==> src/rtl/chkv_pkg.sv <==
// Package for the chained hash key-value table.
// Holds sizes, beat types, operation and status codes and controller commands.
// No dependencies.
package chkv_pkg;

  localparam int unsigned BUCKETS = 7;
  localparam int unsigned SLOTS   = 8;

  localparam int unsigned KeyW    = 32;
  localparam int unsigned ValW    = 32;
  localparam int unsigned BktW    = (BUCKETS > 1) ? $clog2(BUCKETS) : 1;
  localparam int unsigned SlotW   = (SLOTS > 1) ? $clog2(SLOTS) : 1;
  localparam int unsigned FillW   = $clog2(SLOTS + 1);

  // key mod BUCKETS: quotient estimate by reciprocal, at most one short
  localparam int unsigned RecipShift = $clog2(BUCKETS) - 1;
  localparam int unsigned MulShift   = KeyW + RecipShift;
  localparam int unsigned QuotW      = 2 * KeyW - MulShift;
  localparam logic [KeyW-1:0] RecipM = KeyW'((64'd1 << MulShift) / BUCKETS);

  localparam logic [1:0] OP_INSERT = 2'd0;
  localparam logic [1:0] OP_DELETE = 2'd1;
  localparam logic [1:0] OP_SEARCH = 2'd2;

  localparam logic [1:0] ST_OK      = 2'd0;
  localparam logic [1:0] ST_MISSING = 2'd1;
  localparam logic [1:0] ST_FULL    = 2'd2;

  typedef struct packed {
    logic [1:0]      op;
    logic [KeyW-1:0] key;
    logic [ValW-1:0] value_in;
  } req_t;

  typedef struct packed {
    logic [1:0]      status;
    logic [ValW-1:0] value_out;
  } rsp_t;

  typedef struct packed {
    logic [KeyW-1:0] key;
    logic [ValW-1:0] value;
  } entry_t;

  typedef entry_t [SLOTS-1:0] row_t;

  // one step of the datapath per field
  typedef struct packed {
    logic load;
    logic mul;
    logic qb;
    logic red;
    logic rd;
    logic exe;
  } cmd_t;

endpackage

==> src/rtl/chkv_ctrl.sv <==
// Controller of the chained hash key-value table.
// One-hot sequencer issuing datapath commands; uses chkv_pkg.
module chkv_ctrl
  import chkv_pkg::*;
(
  input  logic clk_i,
  input  logic rst_ni,
  input  logic start,
  output logic busy,
  output cmd_t cmd_o
);

  typedef enum logic [5:0] {
    S_IDLE = 6'b000001,
    S_MUL  = 6'b000010,
    S_QB   = 6'b000100,
    S_RED  = 6'b001000,
    S_RD   = 6'b010000,
    S_EXE  = 6'b100000
  } state_e;

  state_e state_q, state_d;

  always_comb begin
    state_d = state_q;
    case (state_q)
      S_IDLE:  if (start) state_d = S_MUL;
      S_MUL:   state_d = S_QB;
      S_QB:    state_d = S_RED;
      S_RED:   state_d = S_RD;
      S_RD:    state_d = S_EXE;
      S_EXE:   state_d = S_IDLE;
      default: state_d = S_IDLE;
    endcase
  end

  always_ff @(posedge clk_i or negedge rst_ni) begin
    if (!rst_ni) begin
      state_q <= S_IDLE;
    end else begin
      state_q <= state_d;
    end
  end

  assign busy       = (state_q != S_IDLE);
  assign cmd_o.load = start && (state_q == S_IDLE);
  assign cmd_o.mul  = (state_q == S_MUL);
  assign cmd_o.qb   = (state_q == S_QB);
  assign cmd_o.red  = (state_q == S_RED);
  assign cmd_o.rd   = (state_q == S_RD);
  assign cmd_o.exe  = (state_q == S_EXE);

  a_onehot: assert property (@(posedge clk_i) disable iff (!rst_ni) $onehot(state_q))
    else $error("state register not one-hot");
  a_accept: assert property (@(posedge clk_i) disable iff (!rst_ni)
    cmd_o.load |=> (state_q == S_MUL) ##4 (state_q == S_EXE))
    else $error("accepted beat did not run the full sequence");

endmodule

==> config.mk <==
export PLATFORM = sky130hd
export DESIGN_NAME = chkv_ctrl
export DESIGN_NICKNAME = d
export VERILOG_FILES = /design/src/rtl/chkv_pkg.sv /design/src/rtl/chkv_ctrl.sv
export SDC_FILE = /design/constraint.sdc
export NUM_CORES = 1
export LEC_CHECK = 0
export ABC_CLOCK_PERIOD_IN_PS = 2300
export BUFFER_PORTS_ARGS = -buffer_cell sky130_fd_sc_hd__buf_4
export CAP_MARGIN = 20
export CORE_AREA = 2 2 39 41
export DETAILED_ROUTE_END_ITERATION = 12
export DIE_AREA = 0 0 41 43
export SLEW_MARGIN = 10
export SYNTH_ARGS = -nofsm -noshare
export SYNTH_HDL_FRONTEND = slang
export SYNTH_SLANG_ARGS = --single-unit
==> constraint.sdc <==
create_clock -name clk_i -period 2.3 [get_ports clk_i]
set_input_delay 0.115 -clock clk_i [delete_from_list [all_inputs] [get_ports clk_i]]
set_output_delay 0.115 -clock clk_i [all_outputs]
set_load 0.01 [all_outputs]
==> metrics.csv, run 1 <==
metric,value,unit
largestRegisters,state_q (6),
cts_buffers,3,
grt_pass1_wl,1090,um
synthSimpleGateAreaFrac,45.9,%
overflow,0,
crit_required,2.18,ns
cp_max_fo,8,
grt_max_degree,9,
via_per_inst,4.62,
post_dp_cell_area,425,um2
grt.busiest_layer,met2,
cp_cell_sequence,nor4_4 -> and4b_4 -> buf_4,
p_leak,0.235,nW
drive_gt1_share,40.5,%
slowest_delay,0.47,ns
rsz0062_at_grt,no,
firstDrtPassIters,2,
largest-register,state_q,
synth_area_leader_cell,dfrtp_1,
cts.htree.levels,1,
p_total,0.447,mW
yosys-top-cells-area,"dfrtp_1 (35%), and4b_1 (14%), nor3b_1 (8.5%)",
start_util,25.6,%
min_period_over_period,68.2,%
power_density,969,nW/um2
use_met1,11.2,%
n_antenna_cell,0,
die_w,41,um
die-area,1760,um2
synth_compound_area_share,4.24,%
slowest_stage,dfrtp_1,
end_kind,primary output,
worst_setup_path_start_kind,register,
cts_setup_buffers,0,
largest_reg_flops,6,
clock_sinks,6,
synth_top_family_by_area,simple AND/OR/NAND/NOR gates,
min_path_cells,2,
detail-route-antenna-nets,0,
ff2ff_path_depth,3,
period_minus_slack,1.57,ns
outcome,"finished, final reports clean",
areaGrowthSynthToFinish,30.4,%
stdcell_area,462,um2
pin_count,10,
cts_buffer_depth,2,
grtUsageTotal,9.30,%
synth_cell_types,17,
hold_viol,0,
globalRouteMet2Util,13.4,%
placementRows,14,
antenna_found_initial,0,
synthCells,30,
ys_ff_latch,6,
die_height,43,um
port_buffers,9,
clock_latency,0.24,ns
ir_drop,0.404,mV
arrival,1.45,ns
synth_seq_area_share,42.8,%
min_path_type,in2reg,
drt_iter0_markers,1,
cts_tree,yes,
routed_wl,646,um
ys_warn_count,0,
nets,46,
wl_per_cell,11.1,um
muxShareOfSynthArea,0,%
cts-root-buf,clkbuf_4,
finalSetupViolCount,0,
syn_area,354,um2
grt_pass1_vias,265,
clkTransAtPathRegs,0.05,ns
drv_slew,0,
remaining_drc_errors,0,
post-dp-hpwl,491,um
n_fill_cell,147,
fin_setup_tns,0,ns
path_class,reg2out,
synthAdderAreaFrac,0,%
max_freq,638,MHz
tightest_slew,0.290,ns
maxCapViolCount,0,
relSlewSlack,80.7,%
num_vias,268,
gp_congestion,0.673,
synth_nets,33,
met3_usage,3.14,%
synth_top_area_share,35.3,%
finClkSkew,0.000659,ns
core,1380,um2
synth.avg_cell_area,11.8,um2
yosys.area_share.xor_xnor,2.47,%
[routing by layer]
layer / vias to the layer above / wire (um)
met5: - / 0
met4: 0 / 0
met3: 0 / 23
met2: 4 / 323
met1: 127 / 299
li1: 137 / -
[logic make-up (layout without fill, tap and decap cells)]
kind of cell	after synthesis	after routing
flip-flops	6	6
buffers and inverters	2	14
AND/OR/NAND/NOR	19	19
XOR/XNOR	1	1
AO/OA/AOI/OAI	2	2
[cell type report]
type | count | area [um2] | share of cell area (%)
multi-input combinational | 22 | 186 | 40.4
sequential | 6 | 151 | 32.8
timing repair buffer | 10 | 77.6 | 16.8
clock buffer | 4 | 26.3 | 5.69
tap | 16 | 20.0 | 4.34
[synthesized netlist by cell type (all sizes together)]
cell type / n
nor2: 3
dfrtp: 5
o21ai: 1
nor4: 1
o211a: 1
nand3b: 1
nand2: 1
dfstp: 1
buf: 2
and3b: 1
nor3b: 4
and4b: 6
nor3: 2
xor2: 1
[report_power, final]
group	internal, mW	switching [mW]
combinational	0.0972	0.0740
sequential	0.132	0.0387
clock	0.0658	0.0394
total	0.295	0.152
[critical path: cells and delay by family (launching register included)]
kind / cells / cell delay, ns
and+or+nand+nor: 2 / 0.62
DFF: 1 / 0.47
buffers and inverters: 1 / 0.12
[stage by stage]
| stage | hold WS [ns] | setup WS (ns) | util (%) | std cells |
|---|---|---|---|---|
| after floorplan | -0.181 | 1.12 | - | 30 |
| after global placement | -0.0753 | 0.980 | 30.7 | 53 |
| after detailed placement | -0.0737 | 0.968 | 30.7 | 53 |
| after CTS | 0.177 | 0.704 | 33.4 | 58 |
| after global routing | 0.187 | 0.606 | 33.4 | 58 |
| final | 0.178 | 0.732 | 33.4 | 58 |
[timing repair]
item / CTS / global route
hold buffers: 1 / 0
resized for setup: 0 / 0
hold endpoints to repair: 6 / 0
[worst paths after layout]
check | start | slack (ns) | to
worst max-delay path | state_q[4] | 0.73 | cmd_o[5]
worst min-delay path | start | 0.18 | state_q[1]
worst max register to register | state_q[4] | 1.09 | state_q[0]
worst min register to register | state_q[4] | 0.62 | state_q[4]
max in group asynchronous | rst_ni | 1.89 | state_q[0]
min in group asynchronous | rst_ni | 0.21 | state_q[5]
[placed cells by master, fill, tap and decap left out]
master	count
nor4_4	1
buf_4	9
and4b_4	1
dfstp_2	1
dfrtp_1	5
clkbuf_4	3
nor3b_1	4
and4b_1	5
nor3_1	1
nor3_2	1
and3b_2	1
o21ai_0	1
clkbuf_1	1
xor2_1	1
o211a_1	1
nand3b_1	1
dlygate4sd3_1	1
nor2_1	3
nand2_1	1
No activity file was read; power rests on OpenSTA's default activity.
==> run 2: changes to the inputs <==
--- a/config.mk
+++ b/config.mk
@@ -5,7 +5,7 @@
 export SDC_FILE = /design/constraint.sdc
 export NUM_CORES = 1
 export LEC_CHECK = 0
-export ABC_CLOCK_PERIOD_IN_PS = 2300
+export ABC_CLOCK_PERIOD_IN_PS = 1400
 export BUFFER_PORTS_ARGS = -buffer_cell sky130_fd_sc_hd__buf_4
 export CAP_MARGIN = 20
 export CORE_AREA = 2 2 39 41
==> constraint.sdc (replaced) <==
create_clock -name clk_i -period 1.4 [get_ports clk_i]
set_input_delay 0.07 -clock clk_i [delete_from_list [all_inputs] [get_ports clk_i]]
set_output_delay 0.07 -clock clk_i [all_outputs]
set_load 0.01 [all_outputs]
==> run 2 against run 1 <==
  * The run now ends with setup timing left
  * Worst hold slack worse by 0.046 ns
  * Total power is 86% higher
  * Clock-buffer cell count stayed put
  * Final area is 19% higher
  * Register-to-register slack worse by 0.94 ns
  * Final cell count is 12% higher
  * Core utilization is 6.2 points higher
  * Largest cell class unchanged
  * Largest power group is now combinational logic
==> metrics.csv, run 2 (synthesized netlist as in run 1, its figures left out) <==
metric,value,unit,change
pin_count,10,,unchanged
areaGrowthSynthToFinish,54.8,%,was 30.4%
dp.cells,54,,was 53
worst_setup_path_start_kind,register,,unchanged
globalRouteMet2Util,13.8,%,was 13.4%
port_buffers,9,,unchanged
drive_gt1_share,63.3,%,was 40.5%
clock_sinks,6,,unchanged
layout_commonest_cell,buf_4,,unchanged
largestRegisters,state_q (6),,unchanged
post-dp-hpwl,510,um,was 491 um
cts_buffers,3,,unchanged
overflow,0,,unchanged
cts-root-buf,clkbuf_4,,unchanged
period_minus_slack,1.46,ns,
fin_setup_tns,-0.0586,ns,was 0 ns
num_vias,298,,was 268
finClkSkew,0.00352,ns,was 0.000659 ns
clock_latency,0.24,ns,about the same
relSlewSlack,76.6,%,was 80.7%
ir_drop,0.576,mV,was 0.404 mV
grtUsageTotal,9.32,%,was 9.30%
fin_util,39.6,%,was 33.4%
largest-register,state_q,,unchanged
drv_slew,0,,unchanged
cts.htree.levels,1,,unchanged
power_density,1520,nW/um2,was 969 nW/um2
cp_max_fo,4,,was 8
die_w,41,um,unchanged
grt.busiest_layer,met2,,unchanged
end_kind,primary output,,unchanged
clkTransAtPathRegs,0.05,ns,about the same
start_util,25.6,%,unchanged
pre_cts_slack,0.123,ns,was 0.968 ns
n_fill_cell,137,,was 147
largest_reg_flops,6,,unchanged
core,1380,um2,unchanged
use_met1,11.9,%,was 11.2%
gp_congestion,0.733,,was 0.673
crit_family,simple AND/OR/NAND/NOR gates,,unchanged
path_class,reg2out,,unchanged
die-area,1760,um2,unchanged
setup_ws,-0.0580,ns,was 0.732 ns
remaining_drc_errors,0,,unchanged
fin_cells,65,,was 58
maxCapViolCount,0,,unchanged
tightest_slew,0.352,ns,was 0.290 ns
drt_iter0_markers,1,,unchanged
detail-route-antenna-nets,0,,unchanged
min_period_over_period,104,%,
rsz0062_at_grt,yes,,was no
routed_wl,663,um,was 646 um
crit_required,1.33,ns,was 2.18 ns
min_path_type,in2reg,,unchanged
nets,53,,was 46
die_height,43,um,unchanged
met3_usage,1.57,%,was 3.14%
grt_max_degree,9,,unchanged
path_buf_inv,1,,unchanged
cts_buffer_depth,2,,unchanged
cp_cell_sequence,nor4_4 -> and4b_4 -> buf_6,,was nor4_4 -> and4b_4 -> buf_4
placementRows,14,,unchanged
grt_pass1_vias,292,,was 265
wl_per_cell,10.2,um,was 11.1 um
finalSetupViolCount,2,,was 0
slowest_stage,dfrtp_1,,unchanged
cts_tree,yes,,unchanged
n_antenna_cell,0,,unchanged
final_cell_mix,"buf_4 (14), and4b_1 (5), nor3b_1 (3), clkbuf_4 (3), dfrtp_2 (3)",,"was buf_4 (9), and4b_1 (5), dfrtp_1 (5), nor3b_1 (4)"
via_per_inst,4.58,,was 4.62
p_leak,0.275,nW,was 0.235 nW
grt_pass1_wl,1110,um,was 1090 um
antenna_found_initial,0,,unchanged
slowest_delay,0.42,ns,was 0.47 ns
max_freq,686,MHz,
hold_viol,0,,unchanged
outcome,"finished, violations left",,"was finished, final reports clean"
firstDrtPassIters,4,,was 2
failed_checks,setup timing,,
arrival,1.39,ns,was 1.45 ns
==> run 2: repair_timing <==
action                                  4_1_cts  5_1_grt
hold buffers                                  1        0
endpoints found under the setup margin        6        6
pin swaps                                     4        4
hold endpoints to repair                      6        0
buffers inserted                              5        1
resized for setup                             6        5
==> run 2: path summary, 6_finish.rpt <==
kind,start,to,slack [ns],depth (start not counted)
max,state_q[1],cmd_o[5],-0.06,3
min,start,state_q[1],0.13,2
max reg2reg,state_q[1],state_q[0],0.15,4
min reg2reg,state_q[2],state_q[0],0.64,2
max in group asynchronous,rst_ni,state_q[0],1.02,2
min in group asynchronous,rst_ni,state_q[2],0.17,2
==> run 2: routing by layer <==
metal / vias up / wire [um]
met5: - / 0
met4: 0 / 0
met3: 0 / 23
met2: 4 / 369
met1: 142 / 270
li1: 152 / -
==> run 2: stage by stage <==
stage / hold slack [ns] / cell area, um2 / total power [mW]
after global routing: 0.148 / 548 / 0.906
after floorplan: -0.226 / 354 / 0.462
final: 0.132 / 548 / 0.831
after CTS: 0.130 / 526 / 0.823
after detailed placement: -0.117 / 433 / 0.581
after global placement: -0.120 / 433 / 0.579
==> run 2: where the power goes <==
part           internal [mW]  switching, mW  total, mW
clock network          0.108         0.0613      0.169
registers              0.220         0.0543      0.274
logic                  0.231          0.157      0.388
==> run 2: area by class of cell <==
class	instances	area, um2	share of cell area, %
well taps	16	20.0	3.65
flip-flops and latches	6	155	28.3
clock buffers	4	26.3	4.79
repair buffers	17	138	25.1
multi-input cells	22	209	38.1
